`config.mk`:
```
export PLATFORM = sky130hd
export DESIGN_NAME = snapshot_sequence_filter_link_watchdog_core_flat
export DESIGN_NICKNAME = d
export VERILOG_FILES = /design/src/rtl/sslw_pkg.sv /design/src/rtl/sslw_if.sv /design/src/rtl/sslw_slot.sv /design/src/rtl/snapshot_sequence_filter_link_watchdog_core.sv /design/src/flat_wrapper.sv
export SDC_FILE = /design/constraint.sdc
export NUM_CORES = 1
export LEC_CHECK = 0
export BUFFER_PORTS_ARGS = -buffer_cell sky130_fd_sc_hd__buf_4
export CORE_MARGIN = 2
export CORE_UTILIZATION = 40
export CTS_BUF_LIST = sky130_fd_sc_hd__clkbuf_4
export CTS_CLUSTER_DIAMETER = 120
export DETAILED_ROUTE_END_ITERATION = 10
export HOLD_SLACK_MARGIN = 0.12
export PLACE_DENSITY = 0.62
export SYNTH_ARGS = -nofsm -noshare
export SYNTH_HDL_FRONTEND = slang
export SYNTH_SLANG_ARGS = --single-unit
```
`constraint.sdc`:
```
create_clock -name clk -period 6.3 [get_ports clk]
set_input_delay 1.89 -clock clk [delete_from_list [all_inputs] [get_ports clk]]
set_output_delay 1.89 -clock clk [all_outputs]
set_load 0.01 [all_outputs]
```
`src/rtl/sslw_pkg.sv`:
```
// Shared types and constants for the snapshot sequence filter and link watchdog.
// Used by the channel interfaces, the per-transport slot and the top level.
package sslw_pkg;

  localparam int unsigned TR_W   = 2;
  localparam int unsigned SEQ_W  = 16;
  localparam int unsigned TIME_W = 32;
  localparam int unsigned CFG_W  = 31;
  localparam int unsigned CFG_ADDR_W = 1;

  localparam int unsigned SERIAL_INDEX = 0;

  typedef enum logic [1:0] {
    MODE_SNAP   = 2'd0,
    MODE_POLL   = 2'd1,
    MODE_ACTIVE = 2'd2,
    MODE_ADOPT  = 2'd3
  } mode_t;

  typedef enum logic [1:0] {
    EDGE_NONE = 2'd0,
    EDGE_LOST = 2'd1,
    EDGE_BACK = 2'd2,
    EDGE_RSVD = 2'd3
  } link_edge_t;

  typedef enum logic [CFG_ADDR_W-1:0] {
    CFG_LINK_TIMEOUT = 1'b0,
    CFG_RESYNC_WINDOW = 1'b1
  } cfg_addr_t;

  localparam logic [CFG_W-1:0] LINK_TIMEOUT_RST = 31'd15000;
  localparam logic [CFG_W-1:0] RESYNC_WINDOW_RST = 31'd30000;

  // Per-transport control from the decision logic to one slot.
  typedef struct packed {
    logic             apply;      // snapshot applied: store seq, mark valid, clear adopt
    logic             set_adopt;  // force adoption of the next snapshot
    logic [SEQ_W-1:0] seq;
  } slot_ctrl_t;

  // Per-transport status back to the decision logic.
  typedef struct packed {
    logic             adopt;
    logic             seq_valid;
    logic [SEQ_W-1:0] last_seq;
  } slot_stat_t;

endpackage

```
`src/rtl/sslw_if.sv`:
```
// Channel interfaces: event input, result output and configuration write.
// Depends on sslw_pkg for field widths.
interface sslw_evt_if;
  import sslw_pkg::*;
  logic                valid;
  logic                ready;
  logic [1:0]          mode;
  logic [TR_W-1:0]     transport;
  logic [SEQ_W-1:0]    seq;
  logic [TIME_W-1:0]   now_ms;
  modport src (output valid, mode, transport, seq, now_ms, input ready);
  modport snk (input valid, mode, transport, seq, now_ms, output ready);
endinterface

interface sslw_res_if;
  logic       valid;
  logic       ready;
  logic       accepted;
  logic       resynced;
  logic [1:0] link_edge;
  modport src (output valid, accepted, resynced, link_edge, input ready);
  modport snk (input valid, accepted, resynced, link_edge, output ready);
endinterface

interface sslw_cfg_if;
  import sslw_pkg::*;
  logic                  valid;
  logic                  ready;
  logic [CFG_ADDR_W-1:0] addr;
  logic [CFG_W-1:0]      data;
  modport src (output valid, addr, data, input ready);
  modport snk (input valid, addr, data, output ready);
endinterface

```
`src/rtl/sslw_slot.sv`:
```
// Sequence state of one transport: last sequence, have-sequence and adopt-next flags.
// Depends on sslw_pkg for the slot control and status structs.
module sslw_slot (
  input  logic                clk,
  input  logic                rst,
  input  sslw_pkg::slot_ctrl_t ctrl,
  output sslw_pkg::slot_stat_t stat
);
  import sslw_pkg::*;

  logic             adopt;
  logic             seq_valid;
  logic [SEQ_W-1:0] last_seq;

  always_ff @(posedge clk) begin
    if (rst) begin
      adopt     <= 1'b0;
      seq_valid <= 1'b0;
    end else if (ctrl.apply) begin
      adopt     <= 1'b0;
      seq_valid <= 1'b1;
    end else if (ctrl.set_adopt) begin
      adopt <= 1'b1;
    end
  end

  // last_seq is only looked at once seq_valid is set
  always_ff @(posedge clk) begin
    if (ctrl.apply) begin
      last_seq <= ctrl.seq;
    end
  end

  assign stat.adopt     = adopt;
  assign stat.seq_valid = seq_valid;
  assign stat.last_seq  = last_seq;

endmodule

```
`src/rtl/snapshot_sequence_filter_link_watchdog_core.sv`:
```
// Snapshot sequence filter and link watchdog, top level.
// Each item taken is held in the input register, then its result is registered.
// Throughput: one item per cycle unless the result channel stalls; the input
// and result registers move together, so the next item sees what one item wrote.
// Reset (synchronous, rst high): configuration back to defaults, all transports
// without sequence, serial transport active, link not lost, channels empty.
module snapshot_sequence_filter_link_watchdog_core #(
  parameter int unsigned TRANSPORTS = 2
) (
  input logic       clk,
  input logic       rst,
  sslw_evt_if.snk   evt,
  sslw_res_if.src   res,
  sslw_cfg_if.snk   cfg
);
  import sslw_pkg::*;

  localparam logic [TR_W:0] TR_CNT = (TR_W+1)'(TRANSPORTS);

  // configuration
  logic [CFG_W-1:0] link_timeout;
  logic [CFG_W-1:0] resync_window;

  // input register
  logic              s1_valid;
  logic [1:0]        s1_mode;
  logic [TR_W-1:0]   s1_tr;
  logic [SEQ_W-1:0]  s1_seq;
  logic [TIME_W-1:0] s1_now;

  // block state
  logic [TIME_W-1:0] last_time;
  logic [TR_W-1:0]   active;
  logic              lost_flag;

  // result register
  logic       out_valid;
  logic       out_acc;
  logic       out_rs;
  logic [1:0] out_edge;

  slot_ctrl_t slot_ctrl [TRANSPORTS];
  slot_stat_t slot_stat [TRANSPORTS];

  logic              s1_fire;
  logic              in_range;
  logic              is_active;
  slot_stat_t        sel;
  logic [SEQ_W-1:0]  seq_diff;
  logic              newer;
  logic [TIME_W-1:0] age;
  logic              resync_ok;
  logic              lost;
  logic              snap;
  logic              acc;
  logic              rs;
  logic [1:0]        edge_code;
  logic              lost_next;
  logic              set_active;

  assign s1_fire   = s1_valid && (!out_valid || res.ready);
  assign evt.ready = !s1_valid || s1_fire;
  assign cfg.ready = 1'b1;

  always_ff @(posedge clk) begin
    if (rst) begin
      link_timeout  <= LINK_TIMEOUT_RST;
      resync_window <= RESYNC_WINDOW_RST;
    end else if (cfg.valid) begin
      unique case (cfg.addr)
        CFG_LINK_TIMEOUT:  link_timeout  <= cfg.data;
        CFG_RESYNC_WINDOW: resync_window <= cfg.data;
        default: ;
      endcase
    end
  end

  always_ff @(posedge clk) begin
    if (rst) begin
      s1_valid <= 1'b0;
    end else if (evt.ready) begin
      s1_valid <= evt.valid;
    end
  end

  always_ff @(posedge clk) begin
    if (evt.ready && evt.valid) begin
      s1_mode <= evt.mode;
      s1_tr   <= evt.transport;
      s1_seq  <= evt.seq;
      s1_now  <= evt.now_ms;
    end
  end

  // pick the addressed transport's status
  always_comb begin
    sel = '0;
    for (int unsigned i = 0; i < TRANSPORTS; i++) begin
      if (s1_tr == TR_W'(i)) begin
        sel = slot_stat[i];
      end
    end
  end

  assign in_range  = {1'b0, s1_tr} < TR_CNT;
  assign is_active = s1_tr == active;
  assign seq_diff  = s1_seq - sel.last_seq;
  assign newer     = (seq_diff != '0) && !seq_diff[SEQ_W-1];
  // a negative (future) age neither times out nor opens the resync window
  assign age       = s1_now - last_time;
  assign resync_ok = !age[TIME_W-1] && (age[CFG_W-1:0] >= resync_window);
  assign lost      = !age[TIME_W-1] && (age[CFG_W-1:0] > link_timeout);

  always_comb begin
    snap       = 1'b0;
    acc        = 1'b0;
    rs         = 1'b0;
    edge_code  = EDGE_NONE;
    lost_next  = lost_flag;
    set_active = 1'b0;
    unique case (s1_mode)
      MODE_SNAP: begin
        snap = in_range && is_active;
        priority if (sel.adopt) begin
          acc = snap;
        end else if (sel.seq_valid && !newer) begin
          rs  = snap && (s1_tr == TR_W'(SERIAL_INDEX)) && resync_ok;
          acc = rs;
        end else begin
          acc = snap;
        end
      end
      MODE_POLL: begin
        lost_next = lost;
        if (lost && !lost_flag) begin
          edge_code = EDGE_LOST;
        end else if (!lost && lost_flag) begin
          edge_code = EDGE_BACK;
        end
      end
      MODE_ACTIVE: begin
        set_active = in_range && !is_active;
      end
      MODE_ADOPT: ;
      default: ;
    endcase
  end

  for (genvar g = 0; g < TRANSPORTS; g++) begin : g_slot
    logic hit;
    assign hit = in_range && (s1_tr == TR_W'(g));
    assign slot_ctrl[g].apply     = s1_fire && hit && acc;
    assign slot_ctrl[g].set_adopt = s1_fire && hit &&
                                    ((s1_mode == MODE_ADOPT) ||
                                     ((s1_mode == MODE_ACTIVE) && !is_active));
    assign slot_ctrl[g].seq       = s1_seq;

    sslw_slot u_slot (
      .clk  (clk),
      .rst  (rst),
      .ctrl (slot_ctrl[g]),
      .stat (slot_stat[g])
    );
  end

  always_ff @(posedge clk) begin
    if (rst) begin
      last_time <= '0;
      active    <= TR_W'(SERIAL_INDEX);
      lost_flag <= 1'b0;
    end else if (s1_fire) begin
      if (acc) begin
        last_time <= s1_now;
      end
      if (set_active) begin
        active <= s1_tr;
      end
      lost_flag <= lost_next;
    end
  end

  always_ff @(posedge clk) begin
    if (rst) begin
      out_valid <= 1'b0;
    end else if (s1_fire) begin
      out_valid <= 1'b1;
    end else if (res.ready) begin
      out_valid <= 1'b0;
    end
  end

  always_ff @(posedge clk) begin
    if (s1_fire) begin
      out_acc  <= acc;
      out_rs   <= rs;
      out_edge <= edge_code;
    end
  end

  assign res.valid     = out_valid;
  assign res.accepted  = out_acc;
  assign res.resynced  = out_rs;
  assign res.link_edge = out_edge;

  a_rs_implies_acc: assert property (@(posedge clk) disable iff (rst)
    out_valid && out_rs |-> out_acc)
    else $error("resync reported without acceptance");

  a_acc_no_edge: assert property (@(posedge clk) disable iff (rst)
    out_valid && out_acc |-> out_edge == EDGE_NONE)
    else $error("acceptance and link edge in one result");

  a_time_follows: assert property (@(posedge clk) disable iff (rst)
    s1_fire && acc |=> last_time == $past(s1_now))
    else $error("applied time not captured");

  a_active_range: assert property (@(posedge clk) disable iff (rst)
    {1'b0, active} < TR_CNT)
    else $error("active transport out of range");

endmodule

```
`src/flat_wrapper.sv`:
```
// flat-port wrapper written by rule: the top's interface ports become plain ports
module snapshot_sequence_filter_link_watchdog_core_flat import sslw_pkg::*;
#(
  parameter int unsigned TRANSPORTS = 2
)
  (clk, rst, evt_valid, evt_mode, evt_transport, evt_seq, evt_now_ms, evt_ready, res_valid, res_accepted, res_resynced, res_link_edge, res_ready, cfg_valid, cfg_addr, cfg_data, cfg_ready);
  sslw_evt_if evt_i ();
  sslw_res_if res_i ();
  sslw_cfg_if cfg_i ();
  input logic clk;
  input logic rst;
  input wire logic [$bits(evt_i.valid)-1:0] evt_valid;
  input wire logic [$bits(evt_i.mode)-1:0] evt_mode;
  input wire logic [$bits(evt_i.transport)-1:0] evt_transport;
  input wire logic [$bits(evt_i.seq)-1:0] evt_seq;
  input wire logic [$bits(evt_i.now_ms)-1:0] evt_now_ms;
  output wire logic [$bits(evt_i.ready)-1:0] evt_ready;
  output wire logic [$bits(res_i.valid)-1:0] res_valid;
  output wire logic [$bits(res_i.accepted)-1:0] res_accepted;
  output wire logic [$bits(res_i.resynced)-1:0] res_resynced;
  output wire logic [$bits(res_i.link_edge)-1:0] res_link_edge;
  input wire logic [$bits(res_i.ready)-1:0] res_ready;
  input wire logic [$bits(cfg_i.valid)-1:0] cfg_valid;
  input wire logic [$bits(cfg_i.addr)-1:0] cfg_addr;
  input wire logic [$bits(cfg_i.data)-1:0] cfg_data;
  output wire logic [$bits(cfg_i.ready)-1:0] cfg_ready;
  assign evt_i.valid = evt_valid;
  assign evt_i.mode = evt_mode;
  assign evt_i.transport = evt_transport;
  assign evt_i.seq = evt_seq;
  assign evt_i.now_ms = evt_now_ms;
  assign evt_ready = evt_i.ready;
  assign res_valid = res_i.valid;
  assign res_accepted = res_i.accepted;
  assign res_resynced = res_i.resynced;
  assign res_link_edge = res_i.link_edge;
  assign res_i.ready = res_ready;
  assign cfg_i.valid = cfg_valid;
  assign cfg_i.addr = cfg_addr;
  assign cfg_i.data = cfg_data;
  assign cfg_ready = cfg_i.ready;
  snapshot_sequence_filter_link_watchdog_core #(.TRANSPORTS(TRANSPORTS)) u_core (.clk(clk), .rst(rst), .evt(evt_i), .res(res_i), .cfg(cfg_i));
endmodule
```
==> summary by stage <==
Hold path
The worst hold path begins at u_core.resync_window[3]. The worst min-delay path category is reg -> reg. The number of cells on the worst hold path is 2. The worst hold path terminates at u_core.resync_window[3].

STA
Setup repair after global routing left no endpoint under its margin. The post-route fraction of the period consumed by the critical path is 92.0%. The slew at the pin closest to its max-slew limit is 1160 ps. The clock arrives with 36.1 ps of skew. Setup violations remaining at the end of the flow were counted as 0. Timing would allow up to 172 MHz. The worst pin sits at a relative slew slack of 22.4%. The routed design could run at a clock period as short as 5800 ps. The worst slack on hold paths is 465 ps. The number of endpoints with negative hold slack in the final report was 0. The max-slew violation count was 0.

The sum of negative setup slack is 0 ps.

Layout
In the final design database the tool counted 1483 nets. The final instance count without filler cells is 1676. Cells fill 45.2% of the core in the end. The layout overhead on the synthesized area is 11.9%. Cells with a size suffix above 1 make up 13.0% of the layout. The layout filler cell count is 2791.

Logic synthesis
After synthesis the cells add up to 11100 um^2. The distinct cell type count after synthesis is 67. The most common cell in the synthesized netlist is sky130_fd_sc_hd__nand2_1. The number of warnings reported in the yosys synthesis log is 0. Averaged over all synthesized cells, the footprint is 9.14 um^2. The most used flip-flop cell after synthesis is sky130_fd_sc_hd__dfxtp_1.

The sequential fraction of the synthesis area is 42.2%. In this run, synthesis inferred 88 flip-flops with an integrated enable. The async set or reset register ratio after synthesis is 0%. In this run, synthesis produced a sequential element count of 191. Synthesis produced 1220 cells.

The post-synthesis net count is 1419. The synthesized design spends more area on one cell type than any other, namely sky130_fd_sc_hd__edfxtp_1. Ranked by total cell area, the synthesized netlist is headed by sky130_fd_sc_hd__edfxtp_1 (24%), sky130_fd_sc_hd__dfxtp_1 (18%), sky130_fd_sc_hd__ha_1 (12%).

The top cell type by area accounts for 23.7% of the synthesized area. The commonest cells after synthesis are sky130_fd_sc_hd__nand2_1 (153), sky130_fd_sc_hd__a21oi_1 (146), sky130_fd_sc_hd__inv_1 (114), sky130_fd_sc_hd__ha_1 (108), sky130_fd_sc_hd__dfxtp_1 (103).

Clocking
The clock-pin slew on the worst setup and hold paths is 160 ps. The clock root buffer master is sky130_fd_sc_hd__clkbuf_4. For the worst-skew pair, the clock arrives at the later sink with an insertion delay of 640 ps. The hold buffer count at CTS is 0.

The total number of clock tree sinks is 191. The number of buffers created by CTS is 17. The H-tree generated during clock tree synthesis spans 4 levels. The clock tree buffer depth is 2. The TritonCTS clock tree is yes. The total setup buffers inserted after CTS is 0.

Floorplanning
The die height is 171 um. The number of rows created at floorplan is 61. For this design the top-level I/O count stands at 96. The region available for standard cell placement spans 27600 um^2. The horizontal die dimension is 171 um. The initial utilization of the core area, before any placement, comes to 40.3%. The die outline area is 29200 um^2.

GRT
The via count of the first global-routing pass is 8200. Global routing used 18.0% of the available tracks across all layers. The global-route congestion overflow total is 0. The maximum number of pins on one net before global-route repair is 106.

The initial antenna violation count is 1. The first-pass GRT wire length is 41.4 mm.

Worst setup path
By startpoint and endpoint, the worst setup path is classified as reg -> reg. Data arrives at the worst endpoint at 6340 ps. The worst-case register-to-register setup slack is 500 ps. The number of cells on the worst reg-to-reg path is 24.

Of all nets on the critical path, the largest fanout is 52. The beginning of the worst register-to-register path is u_core.s1_now[0]. The launch point of the critical path is u_core.s1_now[0]. The slowest cell on the critical path is sky130_fd_sc_hd__or4_1.

Traced cell by cell, the critical path runs through inv_1 -> ha_1 -> fa_1 -> nor2b_1 -> o21a_1 -> o21ai_0 -> a21o_1 -> a311oi_1 -> buf_4 -> a221o_1 -> a21oi_1 -> o41ai_1 -> xor2_1 -> ha_1 -> a21o_1 -> a21o_1 -> a21oi_1 -> o21ai_0 -> a21oi_2 -> nor4_2 -> and4b_2 -> clkbuf_8 -> or4_1 -> a21oi_1. The reg-to-reg endpoint is u_core.last_time[15]. At the worst endpoint, the required time is 6850 ps. The type of element capturing the critical path is a flop.

The kind of launch point of the worst setup path is a flop. On the worst path, the slowest cell contributes a delay of 540 ps.

Outcome
The run finished with clean final reports.

Drt
The post-detailed-route DRC marker count is 0. The remaining antenna violation count after routing is 0. After detailed routing, the total wire length is 25.9 mm. The detailed-route wire length per cell is 15.5 um. Using the TritonRoute via totals, the vias-per-cell ratio works out to 5.23. Across all layers, the routed design uses 8761 vias.

After the first detailed-routing iteration, the DRC count stood at 454. The count of TritonRoute iterations in the first routing pass is 5.

Power and ir drop
The total power after layout is 2.59 mW. In this run the static leakage power is 4.93 nW. The maximum ir drop on the vdd rail is 0.134 mV. Dividing total power by cell area gives a power density of 208 nW/um^2.

Place
At the end of routability-driven placement, the weighted congestion stood at 0.852. The placed cell count is 1643. The count of buffers inserted at the top-level ports is 94.

The post-DP HPWL is 18.3 mm.

Run
The max capacitance violation total is 0.
cell type report:
cell class,instances,area [um^2],area share [%]
Multi-Input combinational cell,855,5800,46.5
Sequential cell,191,4700,37.7
Timing Repair Buffer,105,795,6.37
Tap cell,378,473,3.79
Inverter,114,428,3.43
Clock inverter,15,144,1.15
Clock buffer,17,128,1.02
Antenna cell,1,2.50,0.0201
flip-flops by register name (all words and copies together), names as in the netlist, 2 cells and up:
name and count:
u_core.link_timeout 31, u_core.s1_mode 2, u_core.g_slot.u_slot.seq_valid 2, u_core.s1_tr 2, u_core.res.link_edge 2, u_core.last_time 32
u_core.resync_window 31, u_core.active 2, u_core.g_slot.u_slot.last_seq 32, u_core.s1_seq 16, u_core.g_slot.u_slot.adopt 2, u_core.s1_now 32
logic make-up after synthesis:
family / share of synthesized area, %
compound gates: 17.6
buf+inv: 6.02
other cells: 0.0336
fa+ha+maj: 12.5
flops: 42.2
mux: 2.26
simple gates: 16.7
xor+xnor: 2.67
cell usage in the layout, fill, tap and decap left out, types with 4 or more instances in the layout:
cell type	count
sky130_fd_sc_hd__nand2_1	153
sky130_fd_sc_hd__a21oi_1	145
sky130_fd_sc_hd__inv_1	114
sky130_fd_sc_hd__ha_1	108
sky130_fd_sc_hd__buf_4	104
sky130_fd_sc_hd__dfxtp_1	103
sky130_fd_sc_hd__edfxtp_1	88
sky130_fd_sc_hd__nor2_1	62
sky130_fd_sc_hd__o31ai_1	36
sky130_fd_sc_hd__or4_1	32
sky130_fd_sc_hd__o21ai_0	30
sky130_fd_sc_hd__a21o_1	27
sky130_fd_sc_hd__mux2i_1	24
sky130_fd_sc_hd__xnor2_1	21
sky130_fd_sc_hd__nand4_1	17
sky130_fd_sc_hd__clkbuf_4	17
sky130_fd_sc_hd__nor3_1	15
sky130_fd_sc_hd__or2_2	15
sky130_fd_sc_hd__nand2b_1	13
sky130_fd_sc_hd__xor2_1	13
sky130_fd_sc_hd__nor2b_1	12
sky130_fd_sc_hd__nand3_1	10
sky130_fd_sc_hd__o21a_1	9
sky130_fd_sc_hd__a211o_1	9
sky130_fd_sc_hd__nand3b_1	9
sky130_fd_sc_hd__a211oi_1	7
sky130_fd_sc_hd__o211ai_1	6
sky130_fd_sc_hd__o21bai_1	5
sky130_fd_sc_hd__nor4_1	5
sky130_fd_sc_hd__or3_1	5
sky130_fd_sc_hd__and3_1	4
sky130_fd_sc_hd__a2111oi_0	4
sky130_fd_sc_hd__inv_8	4
sky130_fd_sc_hd__inv_6	4
how the worst max path moves through the flow:
stage                                          end  slack, ps  cells past startpoint
3_5_place_dp                  u_core.last_time[15]        490                     24
6_report                      u_core.last_time[15]        500                     24
2_1_floorplan  u_core.g_slot[0].u_slot.last_seq[0]       1110                     24
4_1_cts                       u_core.last_time[15]        400                     24
3_3_place_gp                  u_core.last_time[16]        660                     24
5_1_grt                       u_core.last_time[15]         80                     24
power by group:
group,internal [mW],switching [mW]
registers,1.35,0.0317
logic,0.240,0.309
clock network,0.176,0.487
per-stage QoR:
| step | setup WS (ps) | area [um^2] |
|---|---|---|
| floorplan | 1110 | 11100 |
| global placement | 658 | 12200 |
| detailed placement | 492 | 12200 |
| CTS | 398 | 12500 |
| global route | 75.7 | 12500 |
| finish | 501 | 12500 |
timing repair:
| action | CTS | global route |
|---|---|---|
| hold endpoints to repair | 0 | 0 |
| setup endpoints to repair | 0 | 47 |
| gates resized for setup | 0 | 4 |
per-layer routing:
metal / part of all wire (%) / global-route usage (%) / routed length (um)
met4: 1.7 / 5.78 / 448
met5: 0 / 0 / 0
met3: 3.4 / 3.63 / 889
met2: 47 / 29.6 / 12200
met1: 48 / 23.8 / 12300
critical path, delay by kind of cell (launching register included):
family	cells	cell delay, ps
compound gates	13	2510
flops	1	390
simple gates	4	1080
fa+ha+maj	3	910
xor+xnor	1	310
buf+inv	3	520
No activity file was read; power rests on OpenSTA's default activity.
